File: config.mk
export PLATFORM = sky130hd
export DESIGN_NAME = sil_front
export DESIGN_NICKNAME = d
export VERILOG_FILES = /design/src/design/sil_pkg.sv /design/src/design/sil_front.sv
export SDC_FILE = /design/constraint.sdc
export NUM_CORES = 1
export LEC_CHECK = 0
export ABC_AREA = 1
export BUFFER_PORTS_ARGS = -buffer_cell sky130_fd_sc_hd__buf_2
export CAP_MARGIN = 10
export CORE_UTILIZATION = 40
export DETAILED_ROUTE_END_ITERATION = 10
export GPL_ROUTABILITY_DRIVEN = 0
export PLACE_DENSITY_LB_ADDON = 0.1
export SLEW_MARGIN = 30
export SYNTH_ARGS = -nofsm -noshare
export SYNTH_HDL_FRONTEND = slang
export SYNTH_SLANG_ARGS = --single-unit
export TNS_END_PERCENT = 1
File: constraint.sdc
create_clock -name clock -period 7.55 [get_ports clock]
set_clock_uncertainty 0.2 [all_clocks]
set_input_delay 0.3775 -clock clock [delete_from_list [all_inputs] [get_ports clock]]
set_output_delay 0.3775 -clock clock [all_outputs]
set_load 0.005 [all_outputs]
File: src/design/sil_pkg.sv
// Shared types, constants and codes for the sorted interval lookup block.
package sil_pkg;

   localparam int unsigned TABLE_DEPTH_DEFAULT = 4096;
   localparam int unsigned ADDR_W = 64;
   localparam int unsigned INDEX_W = 12;
   localparam int unsigned STATUS_W = 3;
   localparam int unsigned CMD_W = 2;
   localparam int unsigned JOB_QUEUE_DEPTH = 2;

   localparam logic [CMD_W-1:0] CMD_LOAD = 2'd0;
   localparam logic [CMD_W-1:0] CMD_TRACE = 2'd1;
   localparam logic [CMD_W-1:0] CMD_LOOKUP = 2'd2;

   localparam logic [STATUS_W-1:0] ST_LOADED = 3'd0;
   localparam logic [STATUS_W-1:0] ST_FULL = 3'd1;
   localparam logic [STATUS_W-1:0] ST_BELOW = 3'd2;
   localparam logic [STATUS_W-1:0] ST_SAME = 3'd3;
   localparam logic [STATUS_W-1:0] ST_NEW = 3'd4;
   localparam logic [STATUS_W-1:0] ST_FOUND = 3'd5;
   localparam logic [STATUS_W-1:0] ST_MISS = 3'd6;

   typedef struct packed {
      logic [CMD_W-1:0]  command;
      logic [ADDR_W-1:0] address;
   } req_type;

   typedef struct packed {
      logic [STATUS_W-1:0] status;
      logic [INDEX_W-1:0]  region_index;
      logic [ADDR_W-1:0]   region_start;
      logic [ADDR_W-1:0]   region_end;
   } rsp_type;

endpackage

File: src/design/sil_front.sv
// Front end: accepts words, drops unknown commands, queues jobs for the back end.
module sil_front (
   input  logic             clock,
   input  logic             reset,
   input  logic             req_push,
   input  sil_pkg::req_type req_item,
   output logic             req_full,
   output logic             job_valid,
   output sil_pkg::req_type job_item,
   input  logic             job_pop
);

   localparam int unsigned QD = sil_pkg::JOB_QUEUE_DEPTH;
   localparam int unsigned PW = $clog2(QD);
   localparam int unsigned FW = $clog2(QD + 1);

   sil_pkg::req_type slot_ff [QD];
   logic [PW-1:0] wr_ptr_ff, wr_ptr_in;
   logic [PW-1:0] rd_ptr_ff, rd_ptr_in;
   logic [FW-1:0] fill_ff, fill_in;
   logic          accept;
   logic          known;
   logic          push_q;
   logic          pop_q;

   assign req_full  = (fill_ff == FW'(QD));
   assign accept    = req_push && !req_full;
   assign known     = (req_item.command == sil_pkg::CMD_LOAD)
                   || (req_item.command == sil_pkg::CMD_TRACE)
                   || (req_item.command == sil_pkg::CMD_LOOKUP);
   // unknown commands are taken and dropped without a result
   assign push_q    = accept && known;
   assign job_valid = (fill_ff != '0);
   assign pop_q     = job_pop && job_valid;
   assign job_item  = slot_ff[rd_ptr_ff];

   always_comb begin
      wr_ptr_in = wr_ptr_ff;
      rd_ptr_in = rd_ptr_ff;
      fill_in   = fill_ff;
      if (push_q) begin
         wr_ptr_in = (wr_ptr_ff == PW'(QD - 1)) ? '0 : wr_ptr_ff + 1'b1;
      end
      if (pop_q) begin
         rd_ptr_in = (rd_ptr_ff == PW'(QD - 1)) ? '0 : rd_ptr_ff + 1'b1;
      end
      unique case ({push_q, pop_q})
         2'b10: begin
            fill_in = fill_ff + 1'b1;
         end
         2'b01: begin
            fill_in = fill_ff - 1'b1;
         end
         default: begin
            fill_in = fill_ff;
         end
      endcase
   end

   always_ff @(posedge clock) begin
      if (reset) begin
         wr_ptr_ff <= '0;
         rd_ptr_ff <= '0;
         fill_ff   <= '0;
      end else begin
         wr_ptr_ff <= wr_ptr_in;
         rd_ptr_ff <= rd_ptr_in;
         fill_ff   <= fill_in;
      end
   end

   always_ff @(posedge clock) begin
      if (push_q) begin
         slot_ff[wr_ptr_ff] <= req_item;
      end
   end

endmodule

==> results of run 1 <==
worst min path at each step:
stage	to	from	slack (ps)	depth (start not counted)
floorplan	flip-flop	rd_ptr_ff	270	2
global placement	flip-flop	rd_ptr_ff	280	2
detailed placement	flip-flop	rd_ptr_ff	290	2
CTS	fill_ff[1]	reset	30	4
global route	wr_ptr_ff	reset	70	4
finish	fill_ff[1]	reset	70	4
synth_stat cells, drive strengths merged:
master | instances | area [um2]
buf | 7 | 66.31
nor2 | 9 | 33.78
mux2 | 66 | 893.4
nand4 | 2 | 12.51
a21oi | 1 | 5.000
inv | 11 | 41.29
dfxtp | 5 | 100.1
ha | 1 | 12.51
nand3 | 1 | 5.000
nand2 | 10 | 37.54
edfxtp | 132 | 3964
o21ai | 2 | 10.01
area by class of cell:
class	count	area (um2)	area share, %
clock inverter	7	27.53	0.3816
tap	172	215.2	2.984
clock buffer	25	455.4	6.314
timing repair buffer	206	1389	19.25
sequential	137	4068	56.39
inverter	11	41.29	0.5724
multi-input combinational	92	1017	14.10
timing repair:
action                                  in CTS  in global routing
endpoints found under the hold margin      132                  0
hold buffers                                66                  0
setup buffers                                0                  0
endpoints found under the setup margin       0                  0
gates resized for setup                      0                  0
flip-flops by register name (all words and copies together) (netlist names), named ones only:
signal / flops
fill_ff: 2
rd_ptr_ff: 1
slot_ff: 132
wr_ptr_ff: 1
power breakdown:
part / switching [uW] / total, uW / internal (uW)
Clock: 268 / 679 / 411
Sequential: 31.0 / 937 / 906
Combinational: 132 / 314 / 182
logic make-up after synthesis:
family                     count (synthesis)  synth area share (%)
buffers and inverters                     18                 2.077
AOI/OAI and AO/OA                          3                0.2897
DFF                                      137                 78.44
muxes                                     66                 17.24
adders and majority gates                  1                0.2414
and+or+nand+nor                           22                 1.714
worst min-delay path, delay by kind of cell:
kind	cells	cell delay, ps
and+or+nand+nor	2	100
buffers and inverters	2	140
metal layers:
layer  vias to the layer above  track usage (%)
met5                         -                0
met4                         0            6.923
met3                        11            6.642
met2                       101            24.56
met1                      1360            16.13
li1                       1392                -
per-stage QoR:
| stage | instances | setup slack [ps] | hold slack, ps | utilization (%) |
|---|---|---|---|---|
| after floorplan | 247 | 3489 | 265.0 | - |
| after global placement | 551 | 4857 | 275.6 | 47.88 |
| after detailed placement | 552 | 4819 | 290.3 | 48.10 |
| after CTS | 650 | 4725 | 33.77 | 57.16 |
| after global routing | 650 | 4611 | 69.34 | 57.16 |
| final | 650 | 4766 | 65.62 | 57.16 |
==> run summary, run 1 <==
status - finished clean
RSZ-0062 raised after global routing - false
pins over their slew limit - 0
WP data arrival - 2630 ps
antenna-violating nets left - 0
Final Cell Area - 7213 um2
Max Clk Rate - 0.3592 GHz
DRT Wirelength - 9309 um
first-pass GRT wire length - 14070 um
number of global-route vias before repair - 2974
critical path depth in cells - 6
Crit path largest cell delay - 730 ps
FF-to-FF path depth - 5
post-synth cell types - 14
synthesized net count - 318
worst endpoint required time - 7400 ps
largest net degree at the start of global routing - 38
Critical Path Sink - slot_ff[0][41]
Gate Count Post-Synth - 247
Max-cap violations - 0
Setup CP Type - primary input to flip-flop
setup tns final - 0 ps
core box area - 12620 um2
initial antenna violation count - 0
TritonRoute pass-1 iters - 4
DP Wirelength - 5649 um
Tmin final - 2784 ps
Hold Vio Cnt, Final - 0
delay-heaviest family, CP - buffers and inverters
LEAKAGE - 0.002830 uW
Final period util - 36.88%
DP Area - 6070 um2
WL per Instance - 14.32 um
crit start category - primary input
VDD IR max - 268.7 uV
uppermost layer routed - met4
IO Port Bufs - 137
CTS tree - yes
grt ovf - 0
total number of vias - 2864
reg2reg end - slot_ff[0][41]
die width - 115.8 um
1st-iter DRT viols - 116
Worst path slowest cell - nor2_4
metal2 WL - 4589 um
Netlist Area Pre-Place - 5181 um2
antenna cells - 0
CP Max Fanout - 37
Nets - 536
Rel. slew slack - 40.03%
wl on met1 - 3950 um
Ys Warns - 0
Clock Path Buffers - 2
most common cell after layout, fill and taps aside - buf_2
worst hold path class - primary input to flip-flop
num rows - 41
die height - 115.8 um
Critical Path Source - req_item[64]
CP cell instances - dlygate4sd3_1 -> buf_2 -> nand2_1 -> nand3_1 -> nor2_4 -> buf_4
Avg Vias per Cell - 4.406
Critical Path Sink Type - flip-flop
post-synthesis sequential area ratio - 78.44%
R2R Setup Slk - 4910 ps
share of cells above drive strength 1 - 47.49%
die footprint - 13410 um2
Clock Latency Late Sink - 410 ps
PD cells - 267.6 nW/um2
initial core utilization - 41.06%
commonest non-fill, non-tap cells in the layout - 137 x buf_2, 132 x edfxtp_1, 66 x dlygate4sd3_1
Final Total Pwr - 1930 uW
H-tree Lvls - 4
final setup violation count - 0
Num Clock Sinks - 137
Num CTS Buffers - 17
Ports - 138
gr usage total - 14.75%
drt drc - 0
#FFs+latches synth - 137
reg2reg start - fill_ff[0]
Worst-path clk slew - 50 ps
DR WL met3 - 634 um
Worst Max-Slew Pin Slew - 897.4 ps
# fillers - 1045
clock root buffer - clkbuf_16
Area Growth Syn to Fin - 39.22%
syn avg cell area - 20.98 um2
Critical path buffers and inverters - 3
Note: power is estimated with default switching activity, not from simulation.
==> inputs of run 2 (changes only) <==
--- a/config.mk
+++ b/config.mk
@@ -5,7 +5,7 @@
 export SDC_FILE = /design/constraint.sdc
 export NUM_CORES = 1
 export LEC_CHECK = 0
-export ABC_AREA = 1
+export ABC_AREA = 0
 export BUFFER_PORTS_ARGS = -buffer_cell sky130_fd_sc_hd__buf_2
 export CAP_MARGIN = 10
 export CORE_UTILIZATION = 40
==> constraint.sdc (replaced) <==
create_clock -name clock -period 2.8 [get_ports clock]
set_clock_uncertainty 0.2 [all_clocks]
set_input_delay 0.14 -clock clock [delete_from_list [all_inputs] [get_ports clock]]
set_output_delay 0.14 -clock clock [all_outputs]
set_load 0.005 [all_outputs]
==> run 2 against run 1 <==
Critical path depth shrank 3. Sequential share of layout area increased by 0.53 points. Worst setup slack lost 4100 ps. Critical path type is now flip-flop to primary output. Final cell count decreased by 2.6%. Flip-flop and latch count unchanged.
==> run summary, run 2 <==
most common cell after layout, fill and taps aside - buf_2 (unchanged)
Adder-Cell Fraction of Synth Area - 0.2513% (was 0.2415%)
num rows - 40 (was 41)
commonest non-fill, non-tap cells in the layout - 137 x buf_2, 132 x edfxtp_1, 69 x dlygate4sd3_1 (was 137 x buf_2, 132 x edfxtp_1, 66 x dlygate4sd3_1)
CTS resizes - 0 (unchanged)
PD cells - 826.3 nW/um2 (was 267.6 nW/um2)
Gate Count Post-Synth - 231 (was 247)
DP Wirelength - 5118 um (was 5649 um)
main combinational cell family by area after synthesis - multiplexers (unchanged)
Sw Share - 23.66% (was 22.32%)
antenna cells - 0 (unchanged)
Post-synth top cells - 132 x edfxtp_1, 67 x mux2_2, 7 x nor2_1 (was 132 x edfxtp_1, 40 x mux2_4, 26 x mux2_2)
top-count cell post-synth - edfxtp_1 (unchanged)
WP data arrival - 1830 ps (was 2630 ps)
IO Port Bufs - 137 (unchanged)
Worst-path clk slew - 50 ps (about the same)
Clock Path Buffers - 2 (unchanged)
crit start category - flip-flop (was primary input)
FF-to-FF path depth - 5 (unchanged)
Clock Latency Late Sink - 410 ps (about the same)
Nets - 523 (was 536)
worst hold path class - primary input to flip-flop (unchanged)
sequential power share - 44.7% (was 48.5%)
Synth Area in XOR/XNOR - 0.5276% (was 0%)
Yosys top cell area share - 79.60% (was 76.50%)
total number of vias - 2780 (was 2864)
synthesized net count - 302 (was 318)
Num CTS Buffers - 17 (unchanged)
RSZ-0062 raised after global routing - false (unchanged)
largest net degree at the start of global routing - 67 (was 38)
Critical Path Sink Type - primary output (was flip-flop)
largest reg by FF count - slot_ff (unchanged)
die footprint - 12900 um2 (was 13410 um2)
# fillers - 959 (was 1045)
Max Clk Rate - 0.4602 GHz
Avg Vias per Cell - 4.392 (was 4.406)
1st-iter DRT viols - 130 (was 116)
Async SR Flop Fraction - 0% (unchanged)
PnR worst setup slack - 627.1 ps (was 4766 ps)
Top Registers - slot_ff (132), fill_ff (2) (unchanged)
GR Util met1 - 15.77% (was 16.13%)
initial antenna violation count - 0 (unchanged)
hold_ws - 108.6 ps (was 65.62 ps)
Rel. slew slack - 73.35% (was 40.03%)
gr usage total - 14.59% (was 14.75%)
Setup CP Type - flip-flop to primary output (was primary input to flip-flop)
number of global-route vias before repair - 2882 (was 2974)
Yosys top cell by area - edfxtp_1 (unchanged)
first-pass GRT wire length - 13660 um (was 14070 um)
final setup violation count - 0 (unchanged)
DRT Wirelength - 8967 um (was 9309 um)
met2 Resource Use GR - 25.08% (was 24.56%)
die width - 113.6 um (was 115.8 um)
post-synthesis sequential area ratio - 81.61% (was 78.44%)
post-synth cell types - 18 (was 14)
Worst path slowest cell - dfxtp_4 (was nor2_4)
worst endpoint required time - 2460 ps (was 7400 ps)
drt drc - 0 (unchanged)
max reg flops - 132 (unchanged)
core box area - 12060 um2 (was 12620 um2)
Worst Max-Slew Pin Slew - 399.8 ps (was 897.4 ps)
clock root buffer - clkbuf_16 (unchanged)
multiplexer area fraction after synthesis - 15.15% (was 17.24%)
LEAKAGE - 0.002687 uW (was 0.002830 uW)
Synth Area in Compound Gates - 0.3518% (was 0.2898%)
CTS tree - yes (unchanged)
CP Max Fanout - 40 (was 37)
Clk pwr share - 34.8% (was 35.2%)
internal power - 4507 uW (was 1499 uW)
pins over their slew limit - 0 (unchanged)
NetSw - 1397 uW (was 430.8 uW)
VDD IR max - 514.2 uV (was 268.7 uV)
Crit path largest cell delay - 600 ps (was 730 ps)
die height - 113.6 um (was 115.8 um)
grt ovf - 0 (unchanged)
antenna-violating nets left - 0 (unchanged)
WL per Instance - 14.17 um (was 14.32 um)
TritonRoute pass-1 iters - 4 (unchanged)
Ys Warns - 0 (unchanged)
status - finished clean (unchanged)
H-tree Lvls - 4 (unchanged)
syn avg cell area - 21.56 um2 (was 20.98 um2)
share of cells above drive strength 1 - 50.75% (was 47.49%)
grt peak-use layer - met2 (unchanged)
Post-synth EDFFs - 132 (unchanged)
Num Clock Sinks - 137 (unchanged)
Hold Vio Cnt, Final - 0 (unchanged)
met3 global-route usage - 4.995% (was 6.642%)
Max-cap violations - 0 (unchanged)
Netlist Area Pre-Place - 4980 um2 (was 5181 um2)
Final Total Pwr - 5904 uW (was 1930 uW)
Area Growth Syn to Fin - 43.49% (was 39.22%)
Tmin final - 2173 ps
CP cell instances - buf_12 -> mux2_2 -> buf_2 (was dlygate4sd3_1 -> buf_2 -> nand2_1 -> nand3_1 -> nor2_4 -> buf_4)
main area contributors after synthesis - edfxtp_1 80%, mux2_2 15%, dfxtp_1 2.0% (was edfxtp_1 77%, mux2_4 12%, mux2_2 5.7%)
#FFs+latches synth - 137 (unchanged)
dpl ws - 819.3 ps (was 4819 ps)
hold depth - 3 (was 4)
Primary FF master, synth - edfxtp_1 (unchanged)
initial core utilization - 41.29% (was 41.06%)
Ports - 138 (unchanged)
Synth Area in Simple Gates - 1.131% (was 1.715%)
Final period util - 77.60%
logic gate share of total power - 20.5% (was 16.3%)
run 2: cell types whose count changed after synthesis, moves of 2 or more:
cell,before,now
buf_4,0,4
buf_6,5,0
inv_1,11,1
mux2_2,26,67
mux2_4,40,0
nand2_1,10,1
nand4_1,2,0
nor2_1,9,7
xnor2_1,0,2
run 2: worst paths after layout:
kind	slack [ps]	endpoint	startpoint
max	630	job_item[26]	flip-flop
min	110	wr_ptr_ff	req_push
max reg2reg	820	fill_ff[1]	fill_ff[0]
min reg2reg	320	fill_ff[1]	fill_ff[1]
run 2: logic make-up (layout without fill, tap and decap cells):
group | count (synthesis) | count (layout)
AO/OA/AOI/OAI | 3 | 3
adder cells (fa/ha/maj) | 1 | 1
multiplexers | 67 | 67
flip-flops | 137 | 137
AND/OR/NAND/NOR | 12 | 12
XOR/XNOR | 3 | 3
buffers and inverters | 8 | 242
run 2: timing repair:
item                                    CTS  global route
hold endpoints to repair                137             0
endpoints found under the setup margin    0             0
hold buffers                             69             0
setup buffers                             0             0
run 2: per-stage QoR:
stage / std cells / instance area [um2] / utilization, % / setup TNS (ps)
CTS: 633 / 7146 / 59.24 / 0
finish: 633 / 7146 / 59.24 / 0
floorplan: 231 / 4985 / - / -36820
detailed placement: 532 / 5909 / 48.99 / 0
global placement: 532 / 5909 / 48.99 / 0
global route: 633 / 7146 / 59.24 / 0
run 2: area by class of cell:
type | instances | area [um2] | share of cell area [%]
Clock buffer | 21 | 440.4 | 6.164
Clock inverter | 11 | 105.1 | 1.471
Inverter | 1 | 3.754 | 0.05253
Multi-Input combinational cell | 86 | 882.1 | 12.34
Sequential cell | 137 | 4068 | 56.93
Tap cell | 168 | 210.2 | 2.942
Timing Repair Buffer | 209 | 1436 | 20.10
run 2: metal layers:
layer	part of all wire (%)	up-vias
met5	0	-
met4	2.0	0
met3	5.5	12
met2	51	85
met1	42	1334
li1	-	1349
run 2: critical path: cells and delay by family (launching register included):
kind / cells / cell delay (ps)
buf+inv: 2 / 430
flops: 1 / 600
mux: 1 / 370
run 2: power by group through the flow:
| stage | clock (uW) | combinational [uW] | sequential (uW) |
|---|---|---|---|
| floorplan | 0 | 719 | 2620 |
| global placement | 0 | 1160 | 2670 |
| detailed placement | 0 | 1150 | 2690 |
| CTS | 2100 | 1240 | 2640 |
| global route | 2180 | 1320 | 2670 |
| finish | 2050 | 1210 | 2640 |
==> inputs of run 3 (changes only) <==
==> constraint.sdc (replaced) <==
create_clock -name clock -period 1.78 [get_ports clock]
set_clock_uncertainty 0.2 [all_clocks]
set_input_delay 0.089 -clock clock [delete_from_list [all_inputs] [get_ports clock]]
set_output_delay 0.089 -clock clock [all_outputs]
set_load 0.005 [all_outputs]
==> run 3 against run 2 <==
Critical path type unchanged. Register-to-register slack got worse by 770 ps. Flip-flop and latch count did not move. Sequential power rose by 55%. Final cell count rose by 3.3%. Largest cell class unchanged. Final area rose by 13%. The run now ends with setup timing left. Utilization rose by 7.6 points. Power rose by 83%.
==> run summary, run 3 (synthesized netlist as in run 2, its figures left out) <==
max reg flops - 132 (unchanged)
Final period util - 101.4%
Hold Vio Cnt, Final - 0 (unchanged)
Setup CP Type - flip-flop to primary output (unchanged)
number of global-route vias before repair - 2940 (was 2882)
initial antenna violation count - 0 (unchanged)
die height - 113.6 um (unchanged)
antenna cells - 0 (unchanged)
antenna-violating nets left - 0 (unchanged)
Max-cap violations - 0 (unchanged)
1st-iter DRT viols - 104 (was 130)
failing checks - setup timing
DRT Wirelength - 10730 um (was 8967 um)
pins over their slew limit - 0 (unchanged)
most common cell after layout, fill and taps aside - edfxtp_1 (was buf_2)
Ports - 138 (unchanged)
worst hold path class - primary input to flip-flop (unchanged)
cell count after placement - 540 (was 532)
drt drc - 0 (unchanged)
WP data arrival - 1520 ps (was 1830 ps)
CTS tree - yes (unchanged)
Critical Path Sink Type - primary output (unchanged)
IO Port Bufs - 137 (unchanged)
Worst Max-Slew Pin Slew - 228.0 ps (was 399.8 ps)
clock root buffer - clkbuf_16 (unchanged)
Avg Vias per Cell - 4.521 (was 4.392)
Sw Share - 23.78% (was 23.66%)
sequential power share - 38.0% (was 44.7%)
core box area - 12060 um2 (unchanged)
final core occ - 66.87% (was 59.24%)
RSZ-0062 raised after global routing - true (was false)
crit start category - flip-flop (unchanged)
Max Clk Rate - 0.5539 GHz
first-pass GRT wire length - 14260 um (was 13660 um)
grt ovf - 0 (unchanged)
PnR worst setup slack - -25.52 ps (was 627.1 ps)
internal power - 8225 uW (was 4507 uW)
Num Clock Sinks - 137 (unchanged)
status - finished with violations (was finished clean)
LEAKAGE - 0.003168 uW (was 0.002687 uW)
Worst-path clk slew - 50 ps (about the same)
DP Wirelength - 5700 um (was 5118 um)
num rows - 40 (unchanged)
Top Registers - slot_ff (132), fill_ff (2) (unchanged)
Clock Latency Late Sink - 400 ps (was 410 ps)
worst endpoint required time - 1490 ps (was 2460 ps)
die footprint - 12900 um2 (unchanged)
Num CTS Buffers - 17 (unchanged)
initial core utilization - 41.29% (unchanged)
gr usage total - 15.28% (was 14.59%)
logic gate share of total power - 32.3% (was 20.5%)
Clk pwr share - 29.7% (was 34.8%)
die width - 113.6 um (unchanged)
share of cells above drive strength 1 - 53.50% (was 50.75%)
NetSw - 2566 uW (was 1397 uW)
Clock Path Buffers - 2 (unchanged)
final setup violation count - 26 (was 0)
largest reg by FF count - slot_ff (unchanged)
Post-Layout Cell Count - 654 (was 633)
Rel. slew slack - 84.80% (was 73.35%)
VDD IR max - 801.6 uV (was 514.2 uV)
CP Max Fanout - 5 (was 40)
Tmin final - 1806 ps
Area Growth Syn to Fin - 61.96% (was 43.49%)
PD cells - 1338 nW/um2 (was 826.3 nW/um2)
WL per Instance - 16.40 um (was 14.17 um)
TritonRoute pass-1 iters - 4 (unchanged)
total number of vias - 2957 (was 2780)
Nets - 544 (was 523)
commonest non-fill, non-tap cells in the layout - 132 x edfxtp_1, 82 x buf_2, 68 x dlygate4sd3_1 (was 137 x buf_2, 132 x edfxtp_1, 69 x dlygate4sd3_1)
largest net degree at the start of global routing - 40 (was 67)
H-tree Lvls - 4 (unchanged)
run 3: cell types whose count changed in the layout (fill, tap and decap cells not counted), sizes merged:
| cell | previous run | this run |
|---|---|---|
| buf | 140 | 156 |
| clkinvlp | 0 | 1 |
| clkbuf | 21 | 25 |
| dlygate4sd3 | 69 | 68 |
| clkinv | 9 | 10 |
run 3: per-layer routing:
layer  wire length, um  track usage, %
met5                 0               0
met4                87           7.368
met3               621           5.579
met2              5615           25.45
met1              4402           17.49
run 3: final cells by class:
class / instances / area, um2
tap: 168 / 210.2
sequential: 137 / 4073
timing repair buffer: 230 / 2125
inverter: 1 / 3.754
multi-input combinational: 86 / 1111
fill: 823 / 3996
clock inverter: 13 / 110.1
clock buffer: 19 / 432.9
run 3: worst paths after layout:
path	start	end	slack, ps	depth (start not counted)
worst max-delay path	flip-flop	job_item[41]	-30	4
worst min-delay path	req_push	wr_ptr_ff	30	4
worst max register to register	fill_ff[1]	fill_ff[1]	50	5
worst min register to register	rd_ptr_ff	rd_ptr_ff	320	2
run 3: power groups by stage:
stage,sequential (uW),clock (uW),combinational [uW]
6_report,4100,3200,3490
2_1_floorplan,4120,0,1150
4_1_cts,4110,3270,2300
5_1_grt,4130,3400,3710
3_5_place_dp,4190,0,2020
3_3_place_gp,4180,0,2010
run 3: metrics by stage:
step           setup WS [ps]  setup TNS, ps  total power, uW  hold slack (ps)  instance area, um2
3_3_place_gp           46.77              0             6189            76.78                6017
2_1_floorplan         -615.4         -79760             5265           -49.35                5005
4_1_cts               -55.45          -1688             9681            19.75                7330
3_5_place_dp           8.099              0             6209            80.22                6017
6_report              -25.52         -312.9            10790            32.03                8065
5_1_grt               -78.45          -4184            11240            31.58                8065
run 3: what timing repair did:
item,CTS,global route
resized for setup,14,112
cloned,0,8
hold buffers,68,0
hold endpoints to repair,137,0
setup buffers,3,3
pin swaps,0,2
setup endpoints to repair,60,155
run 3: critical path, stage by stage (launching register included):
cell       delay [ps]
dfxtp_4           370
buf_6             140
clkbuf_16         150
mux2_2            320
buf_2             130
